**config.mk**
```make
export PLATFORM = sky130hd
export DESIGN_NAME = signed_int_to_radix_symbols_top
export DESIGN_NICKNAME = d
export VERILOG_FILES = /design/src/design/sirs_pkg.sv /design/src/design/sirs_div.sv /design/src/design/signed_int_to_radix_symbols_top.sv
export VERILOG_INCLUDE_DIRS = /design/src /design/src/design
export SDC_FILE = /design/constraint.sdc
export NUM_CORES = 1
export LEC_CHECK = 0
export ABC_AREA = 1
export BUFFER_PORTS_ARGS = -buffer_cell sky130_fd_sc_hd__clkbuf_2
export CAP_MARGIN = 20
export CORE_MARGIN = 8
export CORE_UTILIZATION = 56
export CTS_CLUSTER_SIZE = 40
export DETAILED_ROUTE_END_ITERATION = 7
export PLACE_DENSITY = 0.85
export SETUP_SLACK_MARGIN = 0.5
export SLEW_MARGIN = 25
export SYNTH_ARGS = -nofsm -noshare
export SYNTH_HDL_FRONTEND = slang
export SYNTH_SLANG_ARGS = --single-unit
export TNS_END_PERCENT = 20
```
**constraint.sdc**
```tcl
create_clock -name clk -period 10.8 [get_ports clk]
set_input_delay 1.08 -clock clk [delete_from_list [all_inputs] [get_ports clk]]
set_output_delay 1.08 -clock clk [all_outputs]
set_load 0.01 [all_outputs]
```
**src/design/signed_int_to_radix_symbols_top_macros.svh**
```systemverilog
// Assertion helpers for the radix symbol converter.
// Simulation gets the checks; synthesis sees empty macros.
`ifndef SIGNED_INT_TO_RADIX_SYMBOLS_TOP_MACROS_SVH
`define SIGNED_INT_TO_RADIX_SYMBOLS_TOP_MACROS_SVH

`ifndef SYNTHESIS

// Same-cycle implication, disabled during reset
`define SIRS_ASSERT_IMP(label, ante, cons) \
  label: assert property (@(posedge clk) disable iff (rst) (ante) |-> (cons)) \
    else $error("%m: implication check failed");

// Next-cycle implication, disabled during reset
`define SIRS_ASSERT_NEXT(label, ante, cons) \
  label: assert property (@(posedge clk) disable iff (rst) (ante) |=> (cons)) \
    else $error("%m: next-cycle check failed");

`else

`define SIRS_ASSERT_IMP(label, ante, cons)
`define SIRS_ASSERT_NEXT(label, ante, cons)

`endif

`endif

```
**src/design/sirs_pkg.sv**
```systemverilog
`default_nettype none

package sirs_pkg;

  // Data widths
  localparam int DATA_W     = 32;
  localparam int SYM_W      = 8;
  localparam int RADIX_W    = 5;
  localparam int DIGIT_W    = 4;
  localparam int CFG_IDX_W  = 2;
  localparam int CFG_DATA_W = 64;

  // Alphabet
  localparam int MAX_BASE   = 16;
  localparam int ALPHA_W    = MAX_BASE * SYM_W;

  // Digit store: one entry per bit of the magnitude at most
  localparam int MAX_DIGITS = DATA_W;
  localparam int DIG_IDX_W  = $clog2(MAX_DIGITS);
  localparam int DIG_CNT_W  = DIG_IDX_W + 1;

  // Divider: quotient bits resolved per cycle
  localparam int DIV_BITS   = 8;
  localparam int DIV_STEPS  = DATA_W / DIV_BITS;
  localparam int DIV_STEP_W = $clog2(DIV_STEPS);

  // Character codes
  localparam logic [SYM_W-1:0] SYM_MIN   = 8'd33;
  localparam logic [SYM_W-1:0] SYM_MAX   = 8'd126;
  localparam logic [SYM_W-1:0] SYM_PLUS  = 8'h2B;
  localparam logic [SYM_W-1:0] SYM_MINUS = 8'h2D;

  // Register indexes
  localparam logic [CFG_IDX_W-1:0] REG_BASE_LENGTH  = 2'd0;
  localparam logic [CFG_IDX_W-1:0] REG_SYMBOLS_LOW  = 2'd1;
  localparam logic [CFG_IDX_W-1:0] REG_SYMBOLS_HIGH = 2'd2;

  // Divider status back to the sequencer
  typedef struct packed {
    logic               done;
    logic [DATA_W-1:0]  quot;
    logic [DIGIT_W-1:0] rem;
  } div_res_t;

endpackage

`default_nettype wire

```
**src/design/sirs_div.sv**
```systemverilog
`default_nettype none

// Restoring divider by a radix of up to 16, DIV_BITS quotient bits a cycle.
// Dividend and quotient share one shift register.
module sirs_div import sirs_pkg::*; (
  input  logic               clk,
  input  logic               rst,
  input  logic               start,
  input  logic [DATA_W-1:0]  dividend,
  input  logic [RADIX_W-1:0] divisor,
  output div_res_t           res
);

  logic [DATA_W-1:0]     acc;
  logic [DIGIT_W-1:0]    rem;
  logic [DIV_STEP_W-1:0] step;
  logic                  busy;
  logic                  done;

  logic [DATA_W-1:0]     acc_next;
  logic [DIGIT_W-1:0]    rem_next;

  // One slice of long division: shift in a bit, subtract when it fits
  always_comb begin
    logic [RADIX_W-1:0] trial;
    acc_next = acc;
    rem_next = rem;
    for (int k = 0; k < DIV_BITS; k++) begin
      trial = {rem_next, acc_next[DATA_W-1]};
      if (trial >= divisor) begin
        rem_next = DIGIT_W'(trial - divisor);
        acc_next = {acc_next[DATA_W-2:0], 1'b1};
      end else begin
        rem_next = trial[DIGIT_W-1:0];
        acc_next = {acc_next[DATA_W-2:0], 1'b0};
      end
    end
  end

  always_ff @(posedge clk) begin
    if (rst) begin
      busy <= 1'b0;
      done <= 1'b0;
      step <= '0;
    end else begin
      done <= 1'b0;
      if (start) begin
        acc  <= dividend;
        rem  <= '0;
        step <= '0;
        busy <= 1'b1;
      end else if (busy) begin
        acc  <= acc_next;
        rem  <= rem_next;
        step <= step + DIV_STEP_W'(1);
        if (step == DIV_STEP_W'(DIV_STEPS - 1)) begin
          busy <= 1'b0;
          done <= 1'b1;
        end
      end
    end
  end

  assign res = '{done: done, quot: acc, rem: rem};

endmodule

`default_nettype wire

```
**src/design/signed_int_to_radix_symbols_top.sv**
```systemverilog
// Converts each 32-bit signed value into characters of a programmable radix
// (2 to 16) with a user-supplied alphabet, one character per output item, most
// significant digit first, '-' ahead of negative values, last set on the final
// character. An alphabet that is too short or long, holds a symbol outside
// 33..126, holds '+' or '-', or repeats a symbol yields no output at all.
// Per value: the value is accepted, the alphabet is checked one symbol per
// cycle, the shared divider yields one digit per division pass, and then one
// character is loaded per cycle while the output is not stalled. The input is
// not ready until the last character has been loaded into the output register.
`default_nettype none
`include "signed_int_to_radix_symbols_top_macros.svh"

module signed_int_to_radix_symbols_top import sirs_pkg::*; (
  input  logic                   clk,
  input  logic                   rst,
  input  logic                   cfg_we,
  input  logic [CFG_IDX_W-1:0]   cfg_index,
  input  logic [CFG_DATA_W-1:0]  cfg_data,
  input  logic                   in_valid,
  output logic                   in_ready,
  input  logic signed [DATA_W-1:0] value,
  output logic                   out_valid,
  input  logic                   out_ready,
  output logic [SYM_W-1:0]       symbol,
  output logic                   last
);

  typedef enum logic [1:0] {
    S_IDLE,
    S_CHECK,
    S_DIV,
    S_EMIT
  } state_t;

  logic [RADIX_W-1:0]    base_length;
  logic [CFG_DATA_W-1:0] symbols_low;
  logic [CFG_DATA_W-1:0] symbols_high;

  state_t                state;
  logic [DATA_W-1:0]     mag;
  logic                  neg;
  logic [DIGIT_W-1:0]    idx;
  logic [DIG_CNT_W-1:0]  cnt;
  logic [DIGIT_W-1:0]    digits [MAX_DIGITS];

  logic [ALPHA_W-1:0]    alpha;
  logic [DATA_W-1:0]     value_u;
  logic                  len_ok;
  logic [SYM_W-1:0]      cur_sym;
  logic                  sym_bad;
  logic                  check_last;
  logic                  div_start;
  logic                  div_finish;
  logic [DATA_W-1:0]     div_dividend;
  div_res_t              div_res;
  logic                  slot_free;
  logic [DIG_CNT_W-1:0]  cnt_dec;
  logic [DIGIT_W-1:0]    emit_digit;

  // Configuration registers
  always_ff @(posedge clk) begin
    if (rst) begin
      base_length  <= '0;
      symbols_low  <= '0;
      symbols_high <= '0;
    end else if (cfg_we) begin
      case (cfg_index)
        REG_BASE_LENGTH:  base_length  <= cfg_data[RADIX_W-1:0];
        REG_SYMBOLS_LOW:  symbols_low  <= cfg_data;
        REG_SYMBOLS_HIGH: symbols_high <= cfg_data;
        default: ;
      endcase
    end
  end

  assign alpha   = {symbols_high, symbols_low};
  assign value_u = value;
  assign len_ok  = (base_length >= RADIX_W'(2)) && (base_length <= RADIX_W'(MAX_BASE));

  // Alphabet check, one symbol per cycle against every later symbol in use
  always_comb begin
    cur_sym = alpha[{idx, 3'b000} +: SYM_W];
    sym_bad = (cur_sym < SYM_MIN) || (cur_sym > SYM_MAX) ||
              (cur_sym == SYM_PLUS) || (cur_sym == SYM_MINUS);
    for (int j = 0; j < MAX_BASE; j++) begin
      if ((RADIX_W'(j) > {1'b0, idx}) && (RADIX_W'(j) < base_length) &&
          (alpha[j*SYM_W +: SYM_W] == cur_sym)) begin
        sym_bad = 1'b1;
      end
    end
  end

  assign check_last = ({1'b0, idx} == (base_length - RADIX_W'(1)));

  // Divider control: first pass from the magnitude, then from each quotient
  assign div_finish   = (div_res.quot == '0) || (cnt == DIG_CNT_W'(MAX_DIGITS - 1));
  assign div_start    = ((state == S_CHECK) && !sym_bad && check_last) ||
                        ((state == S_DIV) && div_res.done && !div_finish);
  assign div_dividend = (state == S_CHECK) ? mag : div_res.quot;

  sirs_div u_div (
    .clk      (clk),
    .rst      (rst),
    .start    (div_start),
    .dividend (div_dividend),
    .divisor  (base_length),
    .res      (div_res)
  );

  // Digit read-out, most significant (last pushed) first
  assign slot_free  = !out_valid || out_ready;
  assign cnt_dec    = cnt - DIG_CNT_W'(1);
  assign emit_digit = digits[cnt_dec[DIG_IDX_W-1:0]];
  assign in_ready   = (state == S_IDLE);

  // Sequencer and output register
  always_ff @(posedge clk) begin
    if (rst) begin
      state     <= S_IDLE;
      out_valid <= 1'b0;
      neg       <= 1'b0;
      idx       <= '0;
      cnt       <= '0;
    end else begin
      // Taken item empties the register; the emit phase refills it itself
      if (out_valid && out_ready && (state != S_EMIT)) begin
        out_valid <= 1'b0;
      end
      case (state)
        S_IDLE: begin
          if (in_valid) begin
            mag <= value_u[DATA_W-1] ? (~value_u + DATA_W'(1)) : value_u;
            neg <= value_u[DATA_W-1];
            idx <= '0;
            cnt <= '0;
            if (len_ok) begin
              state <= S_CHECK;
            end
          end
        end
        S_CHECK: begin
          if (sym_bad) begin
            state <= S_IDLE;
          end else if (check_last) begin
            state <= S_DIV;
          end else begin
            idx <= idx + DIGIT_W'(1);
          end
        end
        S_DIV: begin
          if (div_res.done) begin
            digits[cnt[DIG_IDX_W-1:0]] <= div_res.rem;
            cnt <= cnt + DIG_CNT_W'(1);
            if (div_finish) begin
              state <= S_EMIT;
            end
          end
        end
        S_EMIT: begin
          if (slot_free) begin
            out_valid <= 1'b1;
            if (neg) begin
              symbol <= SYM_MINUS;
              last   <= 1'b0;
              neg    <= 1'b0;
            end else begin
              symbol <= alpha[{emit_digit, 3'b000} +: SYM_W];
              last   <= (cnt == DIG_CNT_W'(1));
              cnt    <= cnt_dec;
              if (cnt == DIG_CNT_W'(1)) begin
                state <= S_IDLE;
              end
            end
          end
        end
        default: begin
          state <= S_IDLE;
        end
      endcase
    end
  end

  // Digit store never overflows while dividing
  `SIRS_ASSERT_IMP(a_div_room, state == S_DIV, cnt < DIG_CNT_W'(MAX_DIGITS))
  // Divider only finishes while the sequencer waits for it
  `SIRS_ASSERT_IMP(a_done_in_div, div_res.done, state == S_DIV)
  // A pending non-final character means the value is still being emitted
  `SIRS_ASSERT_IMP(a_mid_value_busy, out_valid && !last, state == S_EMIT)
  // Leaving the emit phase always follows loading the final character
  `SIRS_ASSERT_NEXT(a_emit_exit, state == S_EMIT && slot_free && !neg &&
                    cnt == DIG_CNT_W'(1), out_valid && last && state == S_IDLE)

endmodule

`default_nettype wire
```
==> metrics list <==
- Worst endpoint required time: 11.12 ns
- Residual overflow from global routing: 0
- Counting every sink on the clock net gives 356.
- The most critical setup path has its endpoint at u_div.rem[3].
* Share of cells above drive strength 1: 12.98%
- Fmax achieved: 84.90 MHz
* Root cell of the clock tree: clkbuf_16
* Number of enable flip-flop cells after synthesis: 205
- For this run, design rule violations remaining after detail routing come to 2.
* Final Cycle Share: 109.1%
* Antenna cell count: 0
- For this run, asynchronously set or reset flops after synthesis account for 0%.
* Max-slew violation count: 0
- Initial core utilization: 56.87%
- Final setup vio count: 5
- Critical R2R Capture: u_div.rem[3]
- The initial antenna violation count was 0.
* Number of standard cells in the layout, taps in and fillers out: 3311
* Total Die Area: 0.04370 mm^2
- Yosys printed 0 warnings.
- The count of final hold-check violations is 0.
- On the critical path, the stage with the largest delay is an instance of edfxtp_1.
- Total wirelength of the detailed-routed design: 69310 um
- TritonCTS built the clock tree.
* Post-DR vias/cell: 6.093
* Cells after synthesis: 2731
- The core region is 0.03670 mm^2.
* Top_reg_cell synth: edfxtp_1
- Worst path max stage delay: 0.45 ns
* Startpoint class of the critical path: flip-flop
* Buffer levels on the longest clock path: 3
- Most common cell on crit path: nor2_1
- The library cell used most frequently in the layout, excluding fill and tap cells, is nand2_1.
- Gpl congestion: 1.010
* Mean cell area of the mapped netlist: 7.641 um^2
- Count of nets left with antenna violations after detail routing: 0
* First-pass iteration count of the detailed router: 8
* Result of the run: finished with violations
* Logic depth of the worst register-to-register path: 72
- During I/O placement, the number of pins put on the boundary was 114.
- Clock transition time at the flip-flop clock pins of the worst setup and hold paths: 0.06 ns
* Worst setup path category: flip-flop to flip-flop
* Total clock buffers created by CTS: 39
* First-pass GRT wire length: 104900 um
* Class of the tightest hold or removal check: flip-flop to flip-flop
- Internal reg-to-reg setup slack: -0.98 ns
- Setup repair after global routing could not meet its margin everywhere.
* Final worst slack: -0.9780 ns
* Final worst clock skew: 0.01054 ns
- Port Buffer Count: 113
- After the last flow step, the layout net total stands at 2978.
* Max-capacitance violation count: 0
- The number of hold buffers added after CTS was 0.
- Summing all flip-flop and latch instances after layout gives 0.009189 mm^2.
- In this run, synthesis produced a sequential element count of 356.
- Counting every net in the synthesized netlist gives 2895.
- Number of placement rows: 70
- Fillcell total: 3089
- Data on the critical path arrives at its endpoint at 12.10 ns.
- Critical path launch point: u_div.rem[0]
- Relative to the synthesized area, the layout overhead comes to 12.78%.
- Minimum period implied by the final worst setup slack: 11.78 ns
- Pin count of the biggest net entering global routing: 111
- Total via count after detailed routing: 20170
- First-iteration detailed-routing DRC count: 3081
- Sequential elements use 43.98% of the synthesized area.
- Beginning of the worst register-to-register path: u_div.rem[0]
- The H-tree was split into 2 levels.
- The checks that failed: DRC, setup timing.
* Post-DP HPWL: 46840 um
* Placed insts: 3205
* Combined area of all synthesized cells: 0.02087 mm^2
- At the pin with the least slew margin, the transition time is 0.9852 ns.
* Via count of the first global-routing pass: 18970
* Total area of multi-input combinational cells: 0.01034 mm^2
- Chip height: 209.0 um
- Headroom to the max-slew limit came out at 34.32%.
* Top library cells by usage in the layout, fill and taps aside: 689 x nand2_1, 244 x inv_1, 230 x a21oi_1, 229 x o21ai_0, 224 x nand3_1
- Combined global-route utilization of all metal layers: 30.09%
- Along the worst path, the maximum fanout reaches 6.
- Clock latency at the later pin of the worst-skew pair: 0.57 ns
- Die extent in x: 209.0 um
- Counting distinct cell types in the post-synthesis netlist gives 53.
* Wirelength per Cell: 20.93 um
- Endpoint type of the worst setup path: flip-flop
-- cell families (layout without fill, tap and decap cells) --
kind of cell | count (synthesis) | count (layout) | share of synthesized area [%]
AO/OA/AOI/OAI | 608 | 608 | 16.03
XOR/XNOR | 77 | 77 | 3.268
adder cells (fa/ha/maj) | 61 | 61 | 3.945
buffers and inverters | 422 | 534 | 8.664
flip-flops | 356 | 356 | 43.98
multiplexers | 3 | 3 | 0.1499
AND/OR/NAND/NOR | 1204 | 1204 | 23.96
-- Yosys cell counts, types with 14 or more instances --
cell type | count | area (um^2)
nor3_1 | 14 | 70.07
a21oi_1 | 239 | 1196
o211ai_1 | 48 | 360.4
ha_1 | 53 | 663.1
nand4_1 | 15 | 93.84
nand3_1 | 225 | 1126
nand2_1 | 698 | 2620
a22oi_1 | 14 | 105.1
dfxtp_1 | 151 | 3023
o21ai_0 | 248 | 1241
xnor2_1 | 14 | 122.6
inv_1 | 262 | 983.4
xor2_1 | 62 | 543.0
clkbuf_1 | 74 | 277.8
buf_2 | 29 | 145.1
edfxtp_1 | 205 | 6156
nor4_1 | 14 | 87.58
nor2_1 | 210 | 788.3
buf_6 | 17 | 191.4
buf_4 | 15 | 112.6
-- cell type report --
cell class / instances / share of cell area (%)
Multi-Input combinational cell: 1953 / 43.92
Timing Repair Buffer: 188 / 4.811
Tap cell: 468 / 2.488
Clock inverter: 23 / 0.8293
Clock buffer: 47 / 4.444
Inverter: 276 / 4.466
Sequential cell: 356 / 39.04
-- worst min path at each step --
stage / startpoint / to / slack [ns] / cells after the start
detailed placement: symbols_low[1] / symbols_low[1] / 0.47 / 2
finish: symbols_low[1] / symbols_low[1] / 0.49 / 2
floorplan: symbols_low[1] / symbols_low[1] / 0.44 / 2
global route: symbols_low[1] / symbols_low[1] / 0.52 / 2
global placement: symbols_low[7] / symbols_low[7] / 0.46 / 2
CTS: symbols_low[1] / symbols_low[1] / 0.48 / 2
-- worst max-delay path, delay by kind of cell (launching register included) --
family / cells / cell delay [ns]
AOI/OAI and AO/OA: 28 / 5.24
adders and majority gates: 8 / 2.28
buffers and inverters: 11 / 0.87
DFF: 1 / 0.45
muxes: 2 / 0.53
and+or+nand+nor: 23 / 2.13
-- layer usage --
| layer | track usage, % | up-vias | wire length (um) |
|---|---|---|---|
| li1 | - | 9335 | - |
| met1 | 40.10 | 9340 | 27260 |
| met2 | 46.37 | 1296 | 30650 |
| met3 | 8.381 | 202 | 8728 |
| met4 | 11.01 | 0 | 2677 |
| met5 | 0 | - | 0 |
-- per-stage QoR --
stage / hold WS (ns) / util [%] / cell area [um^2] / setup slack (ns) / setup TNS, ns
after floorplan: 0.4438 / - / 20970 / 0.1511 / 0
after global placement: 0.4577 / 59.09 / 21690 / -0.03584 / -0.06978
after detailed placement: 0.4715 / 59.10 / 21690 / -0.8360 / -3.729
after CTS: 0.4810 / 62.89 / 23080 / -0.2392 / -0.8662
after global routing: 0.5187 / 64.13 / 23540 / -1.445 / -7.371
final: 0.4877 / 64.13 / 23540 / -0.9780 / -4.798
-- repair_timing --
| item | CTS | global route |
|---|---|---|
| resized for setup | 16 | 62 |
| cloned | 0 | 0 |
| pin swaps | 14 | 45 |
| setup buffers | 12 | 24 |
| endpoints found under the setup margin | 5 | 6 |
-- flip-flops by register name, indices dropped and copies added (netlist names), named ones only --
register and flops:
u_div.step 2, u_div.rem 4, out_valid 1, neg 1
base_length 5, last 1, symbols_high 64, idx 4
u_div.acc 32, digits 128, mag 32, symbol 8
state 1, cnt 6, u_div.busy 1, symbols_low 64
u_div.done 1
Power is left out: the tool's default activity adds up to more than one toggle a clock period on the data nets, which glitch-free logic cannot reach.
